[src/rtl/rwam_pkg.sv]
`default_nettype none
// ----------------------------------------------------------------------------
// rwam_pkg
// Shared types and constants for the signal-strength window average monitor.
// ----------------------------------------------------------------------------
package rwam_pkg;

  localparam int DEPTH  = 16;
  localparam int PTR_W  = $clog2(DEPTH);
  localparam int CNT_W  = $clog2(DEPTH + 1);
  localparam int SMP_W  = 8;
  localparam int SUM_W  = SMP_W + CNT_W;
  localparam int DIV_CW = $clog2(SUM_W);
  localparam int CMD_W  = 3;
  localparam int WIN_W  = 16;
  localparam int STAT_W = 3;

  typedef enum logic [CMD_W-1:0] {
    OP_START   = 3'd0,
    OP_STOP    = 3'd1,
    OP_INSERT  = 3'd2,
    OP_LATEST  = 3'd3,
    OP_AVERAGE = 3'd4
  } op_t;

  typedef enum logic [STAT_W-1:0] {
    ST_OK          = 3'd0,
    ST_NOT_RUNNING = 3'd1,
    ST_NO_SAMPLES  = 3'd2,
    ST_ALREADY     = 3'd3,
    ST_ZERO_WINDOW = 3'd4
  } status_t;

  typedef enum logic [1:0] {
    SEL_ZERO,
    SEL_LATEST,
    SEL_AVG
  } sel_t;

  typedef enum logic [2:0] {
    S_IDLE,
    S_DECODE,
    S_LATEST,
    S_WALK,
    S_DRAIN,
    S_DIV_INIT,
    S_DIV,
    S_DONE
  } fsm_t;

  typedef struct packed {
    logic [CMD_W-1:0]        cmd;
    logic signed [SMP_W-1:0] sample;
    logic [WIN_W-1:0]        window_size;
  } in_t;

  typedef struct packed {
    logic [STAT_W-1:0]       status;
    logic signed [SMP_W-1:0] value;
  } out_t;

  typedef struct packed {
    logic    load;
    logic    start_run;
    logic    stop_run;
    logic    insert;
    logic    latest_init;
    logic    avg_init;
    logic    walk;
    logic    div_init;
    logic    div_step;
    logic    res_load;
    sel_t    res_sel;
    status_t res_status;
  } dp_cmd_t;

  typedef struct packed {
    logic [CMD_W-1:0] op;
    logic             running;
    logic             cnt_zero;
    logic             win_zero;
    logic             walk_last;
    logic             div_last;
  } dp_stat_t;

endpackage
`default_nettype wire

[src/rtl/rwam_dp.sv]
`default_nettype none
// ----------------------------------------------------------------------------
// rwam_dp
// Datapath: sample ring, pointers, window accumulator and serial divider.
// ----------------------------------------------------------------------------
module rwam_dp (
  input  wire                 clk,
  input  wire                 rst_n,
  input  rwam_pkg::in_t       in_data,
  input  rwam_pkg::dp_cmd_t   cmd,
  output rwam_pkg::dp_stat_t  stat,
  output rwam_pkg::out_t      out_data
);

  logic [rwam_pkg::SMP_W-1:0] ring [rwam_pkg::DEPTH];

  rwam_pkg::in_t                 in_q_r;
  logic                          running_r, running_nxt;
  logic [rwam_pkg::PTR_W-1:0]    wp_r, wp_nxt;
  logic [rwam_pkg::CNT_W-1:0]    cnt_r, cnt_nxt;
  logic                          acc_v_r;
  logic [rwam_pkg::PTR_W-1:0]    slot_r;
  logic [rwam_pkg::SMP_W-1:0]    rd_data_r;
  logic [rwam_pkg::CNT_W-1:0]    n_r;
  logic [rwam_pkg::CNT_W-1:0]    left_r;
  logic signed [rwam_pkg::SUM_W-1:0] sum_r;
  logic                          neg_r;
  logic [rwam_pkg::SUM_W-1:0]    quo_r;
  logic [rwam_pkg::CNT_W-1:0]    rem_r;
  logic [rwam_pkg::DIV_CW-1:0]   div_cnt_r;
  rwam_pkg::out_t                out_r;

  logic [rwam_pkg::PTR_W-1:0]    prev_wp;
  logic [rwam_pkg::PTR_W-1:0]    prev_slot;
  logic [rwam_pkg::CNT_W-1:0]    n_win;
  logic [rwam_pkg::SUM_W-1:0]    sum_abs;
  logic [rwam_pkg::SUM_W-1:0]    rd_ext;
  logic [rwam_pkg::CNT_W:0]      rem_sh;
  logic [rwam_pkg::CNT_W:0]      rem_diff;
  logic                          rem_ge;
  logic [rwam_pkg::SUM_W-1:0]    quo_sgn;
  logic [rwam_pkg::SMP_W-1:0]    res_value;

  always_comb begin
    prev_wp   = (wp_r == '0) ? rwam_pkg::PTR_W'(rwam_pkg::DEPTH - 1) : wp_r - 1'b1;
    prev_slot = (slot_r == '0) ? rwam_pkg::PTR_W'(rwam_pkg::DEPTH - 1) : slot_r - 1'b1;
    if (in_q_r.window_size < rwam_pkg::WIN_W'(cnt_r)) begin
      n_win = in_q_r.window_size[rwam_pkg::CNT_W-1:0];
    end else begin
      n_win = cnt_r;
    end
    sum_abs  = sum_r[rwam_pkg::SUM_W-1] ? (~sum_r + 1'b1) : sum_r;
    rd_ext   = {{(rwam_pkg::SUM_W - rwam_pkg::SMP_W){rd_data_r[rwam_pkg::SMP_W-1]}}, rd_data_r};
    rem_sh   = {rem_r, quo_r[rwam_pkg::SUM_W-1]};
    rem_diff = rem_sh - {1'b0, n_r};
    rem_ge   = (rem_sh >= {1'b0, n_r});
    quo_sgn  = neg_r ? (~quo_r + 1'b1) : quo_r;
    unique case (cmd.res_sel)
      rwam_pkg::SEL_LATEST: res_value = rd_data_r;
      rwam_pkg::SEL_AVG:    res_value = quo_sgn[rwam_pkg::SMP_W-1:0];
      default:              res_value = '0;
    endcase
  end

  always_comb begin
    running_nxt = running_r;
    wp_nxt      = wp_r;
    cnt_nxt     = cnt_r;
    if (cmd.start_run) begin
      running_nxt = 1'b1;
    end
    if (cmd.stop_run) begin
      running_nxt = 1'b0;
      wp_nxt      = '0;
      cnt_nxt     = '0;
    end
    if (cmd.insert) begin
      wp_nxt = (wp_r == rwam_pkg::PTR_W'(rwam_pkg::DEPTH - 1)) ? '0 : wp_r + 1'b1;
      if (cnt_r < rwam_pkg::CNT_W'(rwam_pkg::DEPTH)) begin
        cnt_nxt = cnt_r + 1'b1;
      end
    end
  end

  always_ff @(posedge clk) begin
    if (!rst_n) begin
      running_r <= 1'b0;
      wp_r      <= '0;
      cnt_r     <= '0;
      acc_v_r   <= 1'b0;
    end else begin
      running_r <= running_nxt;
      wp_r      <= wp_nxt;
      cnt_r     <= cnt_nxt;
      acc_v_r   <= cmd.walk;
    end
  end

  always_ff @(posedge clk) begin
    if (cmd.insert) begin
      ring[wp_r] <= in_q_r.sample;
    end
    rd_data_r <= ring[slot_r];
  end

  always_ff @(posedge clk) begin
    if (cmd.load) begin
      in_q_r <= in_data;
    end
    if (cmd.latest_init) begin
      slot_r <= prev_wp;
    end
    if (cmd.avg_init) begin
      slot_r <= prev_wp;
      n_r    <= n_win;
      left_r <= n_win;
      sum_r  <= '0;
    end
    if (cmd.walk) begin
      slot_r <= prev_slot;
      left_r <= left_r - 1'b1;
    end
    if (acc_v_r) begin
      sum_r <= sum_r + $signed(rd_ext);
    end
    if (cmd.div_init) begin
      neg_r     <= sum_r[rwam_pkg::SUM_W-1];
      quo_r     <= sum_abs;
      rem_r     <= '0;
      div_cnt_r <= rwam_pkg::DIV_CW'(rwam_pkg::SUM_W - 1);
    end
    if (cmd.div_step) begin
      quo_r     <= {quo_r[rwam_pkg::SUM_W-2:0], rem_ge};
      rem_r     <= rem_ge ? rem_diff[rwam_pkg::CNT_W-1:0] : rem_sh[rwam_pkg::CNT_W-1:0];
      div_cnt_r <= div_cnt_r - 1'b1;
    end
    if (cmd.res_load) begin
      out_r.status <= cmd.res_status;
      out_r.value  <= res_value;
    end
  end

  assign stat.op        = in_q_r.cmd;
  assign stat.running   = running_r;
  assign stat.cnt_zero  = (cnt_r == '0);
  assign stat.win_zero  = (in_q_r.window_size == '0);
  assign stat.walk_last = (left_r == rwam_pkg::CNT_W'(1));
  assign stat.div_last  = (div_cnt_r == '0);
  assign out_data       = out_r;

endmodule
`default_nettype wire

[src/rtl/rwam_ctrl.sv]
`default_nettype none
// ----------------------------------------------------------------------------
// rwam_ctrl
// Controller: decodes each command and sequences the window walk and divide.
// ----------------------------------------------------------------------------
module rwam_ctrl (
  input  wire                 clk,
  input  wire                 rst_n,
  input  wire                 in_valid,
  output logic                in_stall,
  output logic                out_valid,
  input  wire                 out_stall,
  input  rwam_pkg::dp_stat_t  stat,
  output rwam_pkg::dp_cmd_t   cmd
);

  rwam_pkg::fsm_t    state_r, state_nxt;
  rwam_pkg::status_t res_st_r, res_st_nxt;
  rwam_pkg::sel_t    sel_r, sel_nxt;
  logic              out_valid_r, out_valid_nxt;

  always_ff @(posedge clk) begin
    if (!rst_n) begin
      state_r     <= rwam_pkg::S_IDLE;
      res_st_r    <= rwam_pkg::ST_OK;
      sel_r       <= rwam_pkg::SEL_ZERO;
      out_valid_r <= 1'b0;
    end else begin
      state_r     <= state_nxt;
      res_st_r    <= res_st_nxt;
      sel_r       <= sel_nxt;
      out_valid_r <= out_valid_nxt;
    end
  end

  always_comb begin
    state_nxt      = state_r;
    res_st_nxt     = res_st_r;
    sel_nxt        = sel_r;
    cmd            = '0;
    cmd.res_sel    = sel_r;
    cmd.res_status = res_st_r;
    unique case (state_r)
      rwam_pkg::S_IDLE: begin
        if (in_valid) begin
          cmd.load  = 1'b1;
          state_nxt = rwam_pkg::S_DECODE;
        end
      end
      rwam_pkg::S_DECODE: begin
        res_st_nxt = rwam_pkg::ST_OK;
        sel_nxt    = rwam_pkg::SEL_ZERO;
        state_nxt  = rwam_pkg::S_DONE;
        unique case (stat.op)
          rwam_pkg::OP_START: begin
            if (stat.running) begin
              res_st_nxt = rwam_pkg::ST_ALREADY;
            end else begin
              cmd.start_run = 1'b1;
            end
          end
          rwam_pkg::OP_STOP: begin
            if (!stat.running) begin
              res_st_nxt = rwam_pkg::ST_ALREADY;
            end else begin
              cmd.stop_run = 1'b1;
            end
          end
          rwam_pkg::OP_INSERT: begin
            if (!stat.running) begin
              res_st_nxt = rwam_pkg::ST_NOT_RUNNING;
            end else begin
              cmd.insert = 1'b1;
            end
          end
          rwam_pkg::OP_LATEST: begin
            priority if (!stat.running) begin
              res_st_nxt = rwam_pkg::ST_NOT_RUNNING;
            end else if (stat.cnt_zero) begin
              res_st_nxt = rwam_pkg::ST_NO_SAMPLES;
            end else begin
              cmd.latest_init = 1'b1;
              state_nxt       = rwam_pkg::S_LATEST;
            end
          end
          rwam_pkg::OP_AVERAGE: begin
            priority if (!stat.running) begin
              res_st_nxt = rwam_pkg::ST_NOT_RUNNING;
            end else if (stat.cnt_zero) begin
              res_st_nxt = rwam_pkg::ST_NO_SAMPLES;
            end else if (stat.win_zero) begin
              res_st_nxt = rwam_pkg::ST_ZERO_WINDOW;
            end else begin
              cmd.avg_init = 1'b1;
              state_nxt    = rwam_pkg::S_WALK;
            end
          end
          default: begin
          end
        endcase
      end
      rwam_pkg::S_LATEST: begin
        sel_nxt   = rwam_pkg::SEL_LATEST;
        state_nxt = rwam_pkg::S_DONE;
      end
      rwam_pkg::S_WALK: begin
        cmd.walk = 1'b1;
        if (stat.walk_last) begin
          state_nxt = rwam_pkg::S_DRAIN;
        end
      end
      rwam_pkg::S_DRAIN: begin
        state_nxt = rwam_pkg::S_DIV_INIT;
      end
      rwam_pkg::S_DIV_INIT: begin
        cmd.div_init = 1'b1;
        state_nxt    = rwam_pkg::S_DIV;
      end
      rwam_pkg::S_DIV: begin
        cmd.div_step = 1'b1;
        if (stat.div_last) begin
          sel_nxt   = rwam_pkg::SEL_AVG;
          state_nxt = rwam_pkg::S_DONE;
        end
      end
      rwam_pkg::S_DONE: begin
        if (!out_valid_r || !out_stall) begin
          cmd.res_load = 1'b1;
          state_nxt    = rwam_pkg::S_IDLE;
        end
      end
      default: begin
        state_nxt = rwam_pkg::S_IDLE;
      end
    endcase
    out_valid_nxt = cmd.res_load | (out_valid_r & out_stall);
  end

  assign in_stall  = (state_r != rwam_pkg::S_IDLE);
  assign out_valid = out_valid_r;

endmodule
`default_nettype wire

[src/rtl/rssi_window_average_monitor.sv]
`default_nettype none
// ----------------------------------------------------------------------------
// rssi_window_average_monitor
// Signal-strength monitor that keeps the newest samples in a ring and
// answers start, stop, insert, read-latest and window-average commands.
//
// Each input transaction carries a command, a sample and a window size, and
// produces exactly one output transaction with a status code and a value.
// Transactions move on valid/stall handshakes; one command is in work at a
// time, and in_stall is high from acceptance until the result is loaded into
// the output register.
// Start, stop, insert and error results go from decode straight to the done
// state; read-latest passes through a ring-read state first. An average over
// n samples reads the ring one entry per cycle, then the signed sum goes
// through a restoring divider that retires one quotient bit per cycle.
// The default ring holds 16 entries.
// After reset the monitor is stopped with no samples stored.
// The output register holds a result while out_stall is high, and the next
// command is accepted meanwhile; its result waits until that one is taken.
// ----------------------------------------------------------------------------
module rssi_window_average_monitor (
  input  wire            clk,
  input  wire            rst_n,
  input  wire            in_valid,
  output logic           in_stall,
  input  rwam_pkg::in_t  in_data,
  output logic           out_valid,
  input  wire            out_stall,
  output rwam_pkg::out_t out_data
);

  rwam_pkg::dp_cmd_t  cmd;
  rwam_pkg::dp_stat_t stat;

  rwam_ctrl u_ctrl (
    .clk       (clk),
    .rst_n     (rst_n),
    .in_valid  (in_valid),
    .in_stall  (in_stall),
    .out_valid (out_valid),
    .out_stall (out_stall),
    .stat      (stat),
    .cmd       (cmd)
  );

  rwam_dp u_dp (
    .clk      (clk),
    .rst_n    (rst_n),
    .in_data  (in_data),
    .cmd      (cmd),
    .stat     (stat),
    .out_data (out_data)
  );

endmodule
`default_nettype wire

[config.mk]
export PLATFORM = sky130hd
export DESIGN_NAME = rssi_window_average_monitor
export DESIGN_NICKNAME = d
export VERILOG_FILES = /design/src/rtl/rwam_pkg.sv /design/src/rtl/rwam_dp.sv /design/src/rtl/rwam_ctrl.sv /design/src/rtl/rssi_window_average_monitor.sv
export SDC_FILE = /design/constraint.sdc
export NUM_CORES = 1
export LEC_CHECK = 0
export BUFFER_PORTS_ARGS = -buffer_cell sky130_fd_sc_hd__buf_2
export CORE_UTILIZATION = 50
export DETAILED_ROUTE_END_ITERATION = 10
export PLACE_DENSITY = 0.69
export SYNTH_ARGS = -nofsm -noshare
export SYNTH_HDL_FRONTEND = slang
export SYNTH_SLANG_ARGS = --single-unit
[constraint.sdc]
create_clock -name clk -period 2.5 [get_ports clk]
set_input_delay 0 -clock clk [delete_from_list [all_inputs] [get_ports clk]]
set_output_delay 0 -clock clk [all_outputs]
set_load 0.01 [all_outputs]
==> load_flow_metrics.sql <==
INSERT INTO impl_metrics (metric_group, metric, value, unit) VALUES
('setup_path', 'cp_slowest_stage_delay', '0.43', 'ns'),
('setup_path', 'type_of_element_capturing_the_critical_path', 'flip-flop', ''),
('drt', 'route.detailed.wl_per_inst', '18.5', 'µm'),
('setup_path', 'crit_required', '2.79', 'ns'),
('layout', 'multi_input_area', '3690', 'µm²'),
('placed_design', 'dp_cells', '1077', ''),
('die', 'coreArea', '21300', 'µm²'),
('layout', 'final_nets', '934', ''),
('setup_path', 'reg_to_reg_critical_path_startpoint', 'u_dp.cnt_r[1]', ''),
('layout', 'area.sequential', '7050', 'µm²'),
('placed_design', 'gp_congestion', '0.888', ''),
('clock_tree', 'cts_root_buffer', 'clkbuf_16', ''),
('clock_tree', 'post-cts-setup-buffer-count', '0', ''),
('global_route', 'grt_pass1_vias', '6627', ''),
('global_route', 'antenna_found_initial', '0', ''),
('layout', 'layout.cells.most_common_list', '216 x edfxtp_1, 55 x nor2_1, 46 x nand2_1', ''),
('synth', 'ys_ff_latch', '244', ''),
('synth', 'synth-async-reset-ratio', '0', '%'),
('synth', 'synth.yosys.seq_area_share', '64.1', '%'),
('drt', 'viasPerCell', '5.63', ''),
('global_route', 'grt_usage', '19.8', '%'),
('die', 'top_level_ports', '44', ''),
('timing', 'period_share', '98.2', '%'),
('clock_tree', 'cts_tree', 'built', ''),
('drt', 'postRouteWirelength', '21.4', 'mm'),
('timing', 'final-setup-viol-count', '0', ''),
('timing', 'min_tclk_post_route', '2.46', 'ns'),
('run_status', 'outcome', 'complete, no violations', ''),
('drt', 'drcViolationCount', '0', ''),
('setup_path', 'worst_path_max_delay_cell', 'a311o_4', ''),
('setup_path', 'number_of_cell_instances_on_the_worst_register_to_register_path', '6', ''),
('pwr', 'pwr_density_cell', '840', 'nW/µm²'),
('layout', 'area_delta_synth_final', '18.1', '%'),
('synth', 'netlist_instances', '754', ''),
('drt', 'drt.antenna.violating_nets', '0', ''),
('die', 'die_x', '150', 'µm'),
('die', 'floorplan.die_area', '22600', 'µm²'),
('layout', 'layout.cells.most_common', 'edfxtp_1', ''),
('layout', 'layout_cells_sized_above_1', '20.3', '%'),
('drt', 'dr.first_iter.drc_count', '393', ''),
('timing', 'final.setup.tns', '0', 'ns'),
('clock_tree', 'cts_buffers', '26', ''),
('synth', 'synthesis.area_per_instance', '14.6', 'µm²'),
('synth', 'yosysUniqueCellTypes', '60', ''),
('layout', 'insertedDiodeCount', '0', ''),
('worst_hold_path', 'hold_class', 'in -> reg', ''),
('synth', 'number_of_enable_type_register_cells_in_the_synthesized_netlist', '216', ''),
('timing', 'worst_pin_slew', '0.635', 'ns'),
('setup_path', 'worstSetupEndpoint', 'u_dp.left_r[1]', ''),
('run', 'max-cap-violations', '0', ''),
('setup_path', 'path_max_fanout', '5', ''),
('setup_path', 'setup.worst_path.start', 'u_dp.cnt_r[1]', ''),
('layout', 'n_fill_cell', '1552', ''),
('timing', 'max_freq', '407', 'MHz'),
('setup_path', 'rrSetupSlack', '0.04', 'ns'),
('die', 'floorplan.initialDensity', '51.6', '%'),
('timing', 'timing.max_slew.rel_slack', '57.6', '%'),
('drt', 'detailed_route_via_count', '6505', ''),
('synth', 'synth_flop_cell', 'edfxtp_1', ''),
('timing', 'worst_clock_skew', '0.0228', 'ns'),
('clock_tree', 'max-clock-path-buffers', '3', ''),
('pwr', 'vdd_drop_max', '0.755', 'mV'),
('clock_tree', 'clkTransAtPathRegs', '0.06', 'ns'),
('setup_path', 'timing.critical_path.arrival', '2.74', 'ns'),
('global_route', 'globalRouteOverflowTotal', '0', ''),
('synth', 'synth_nets', '828', ''),
('layout', 'layout_utilization', '61.0', '%'),
('setup_path', 'path_class', 'reg -> reg', ''),
('pwr', 'p_leak', '4.58', 'nW'),
('synth', 'yosys_warnings', '0', ''),
('setup_path', 'critPathTopFamily', 'compound AO/OA/AOI/OAI gates', '');
worst register-to-register path: stages (launching register included):
cell and delay [ns]:
dfxtp_1 0.39, inv_1 0.10, ha_1 0.32, a2111o_1 0.38, a311o_4 0.43, mux2_4 0.32
mux2_4 0.26
area by class of cell:
cell class,instances,area share (%)
clock buffer,32,5.34
clock inverter,16,2.17
inverter,40,1.16
multi-input combinational,443,28.4
sequential,244,54.3
tap,275,2.65
timing repair buffer,105,5.92
worst min-delay path by stage:
stage / to / cells past startpoint / start / slack (ns)
3_5_place_dp: u_dp.in_q_r[11] / 1 / in_data[11] / 0.18
3_3_place_gp: u_dp.in_q_r[2] / 1 / in_data[2] / 0.18
2_1_floorplan: u_dp.in_q_r[0] / 0 / in_data[0] / 0.1
5_1_grt: u_ctrl.state_r[0] / 4 / in_valid / 0.10
6_report: u_ctrl.state_r[0] / 4 / in_valid / 0.1
4_1_cts: u_ctrl.state_r[0] / 4 / in_valid / 0.08
Yosys cell counts, drive strengths merged (3+ instances only):
cell	n	area (µm²)
mux2	11	161
a211oi	9	67.6
mux4	40	901
nand4	9	56.3
a21o	5	37.5
a21oi	28	140
inv	39	146
o41ai	3	26.3
or4	3	23.8
xor2	16	140
nor3	20	105
dfxtp	28	561
nand2b	13	81.3
nor2	55	206
nor2b	5	31.3
a31oi	4	25.0
buf	7	31.3
o21ai	34	170
ha	41	513
nand3	8	40.0
and3	5	31.3
and2	4	25.0
edfxtp	216	6490
a2111oi	3	26.3
a22oi	12	90.1
nor4b	3	26.3
nand2	46	173
o21a	4	30.0
o211ai	3	22.5
clkbuf	20	75.1
mux2i	4	40.0
o31ai	12	90.1
xnor2	14	123
nor4	5	37.5
metal layers:
layer,track usage (%),wire [µm],vias up
li1,-,-,3130
met1,27.5,9670,3202
met2,33.0,10400,139
met3,2.45,809,34
met4,5.61,472,0
met5,0,0,-
registers in the layout, summed over array words and instances, names as in the netlist, 2 cells and up:
register	count
u_ctrl.res_st_r	3
u_ctrl.sel_r	2
u_ctrl.state_r	3
u_dp.cnt_r	5
u_dp.div_cnt_r	4
u_dp.in_q_r	24
u_dp.left_r	5
u_dp.n_r	5
u_dp.out_data	11
u_dp.quo_r	13
u_dp.rd_data_r	8
u_dp.rem_r	5
u_dp.ring	128
u_dp.slot_r	4
u_dp.stat	3
u_dp.sum_r	13
u_dp.wp_r	4
power by group:
part / total, W / internal, W / switching (W)
Clock: 0.00425 / 0.00270 / 0.00155
Sequential: 0.00524 / 0.00490 / 0.000332
Combinational: 0.00142 / 0.000600 / 0.000816
cells by family after synthesis:
logic type,share of synthesized area [%]
multiplexers,10.0
XOR/XNOR,2.39
flip-flops,64.1
buffers and inverters,2.33
AND/OR/NAND/NOR,8.18
AO/OA/AOI/OAI,7.90
adder cells (fa/ha/maj),5.03
metrics by stage:
stage / instance area, µm² / setup slack (ns) / hold WS, ns / power, W
2_1_floorplan: 11000 / 0.0101 / 0.0989 / 0.00619
3_5_place_dp: 11700 / 0.0718 / 0.178 / 0.00666
6_report: 13000 / 0.0447 / 0.0990 / 0.0109
4_1_cts: 13000 / 0.0418 / 0.0775 / 0.0109
5_1_grt: 13000 / 0.00756 / 0.105 / 0.0113
3_3_place_gp: 11700 / 0.118 / 0.177 / 0.00658
what timing repair did:
action,CTS,global route
gates resized for setup,0,5
hold buffers,30,0
endpoints found under the setup margin,0,4
hold endpoints to repair,35,0
(Power assumes the default switching activity.)
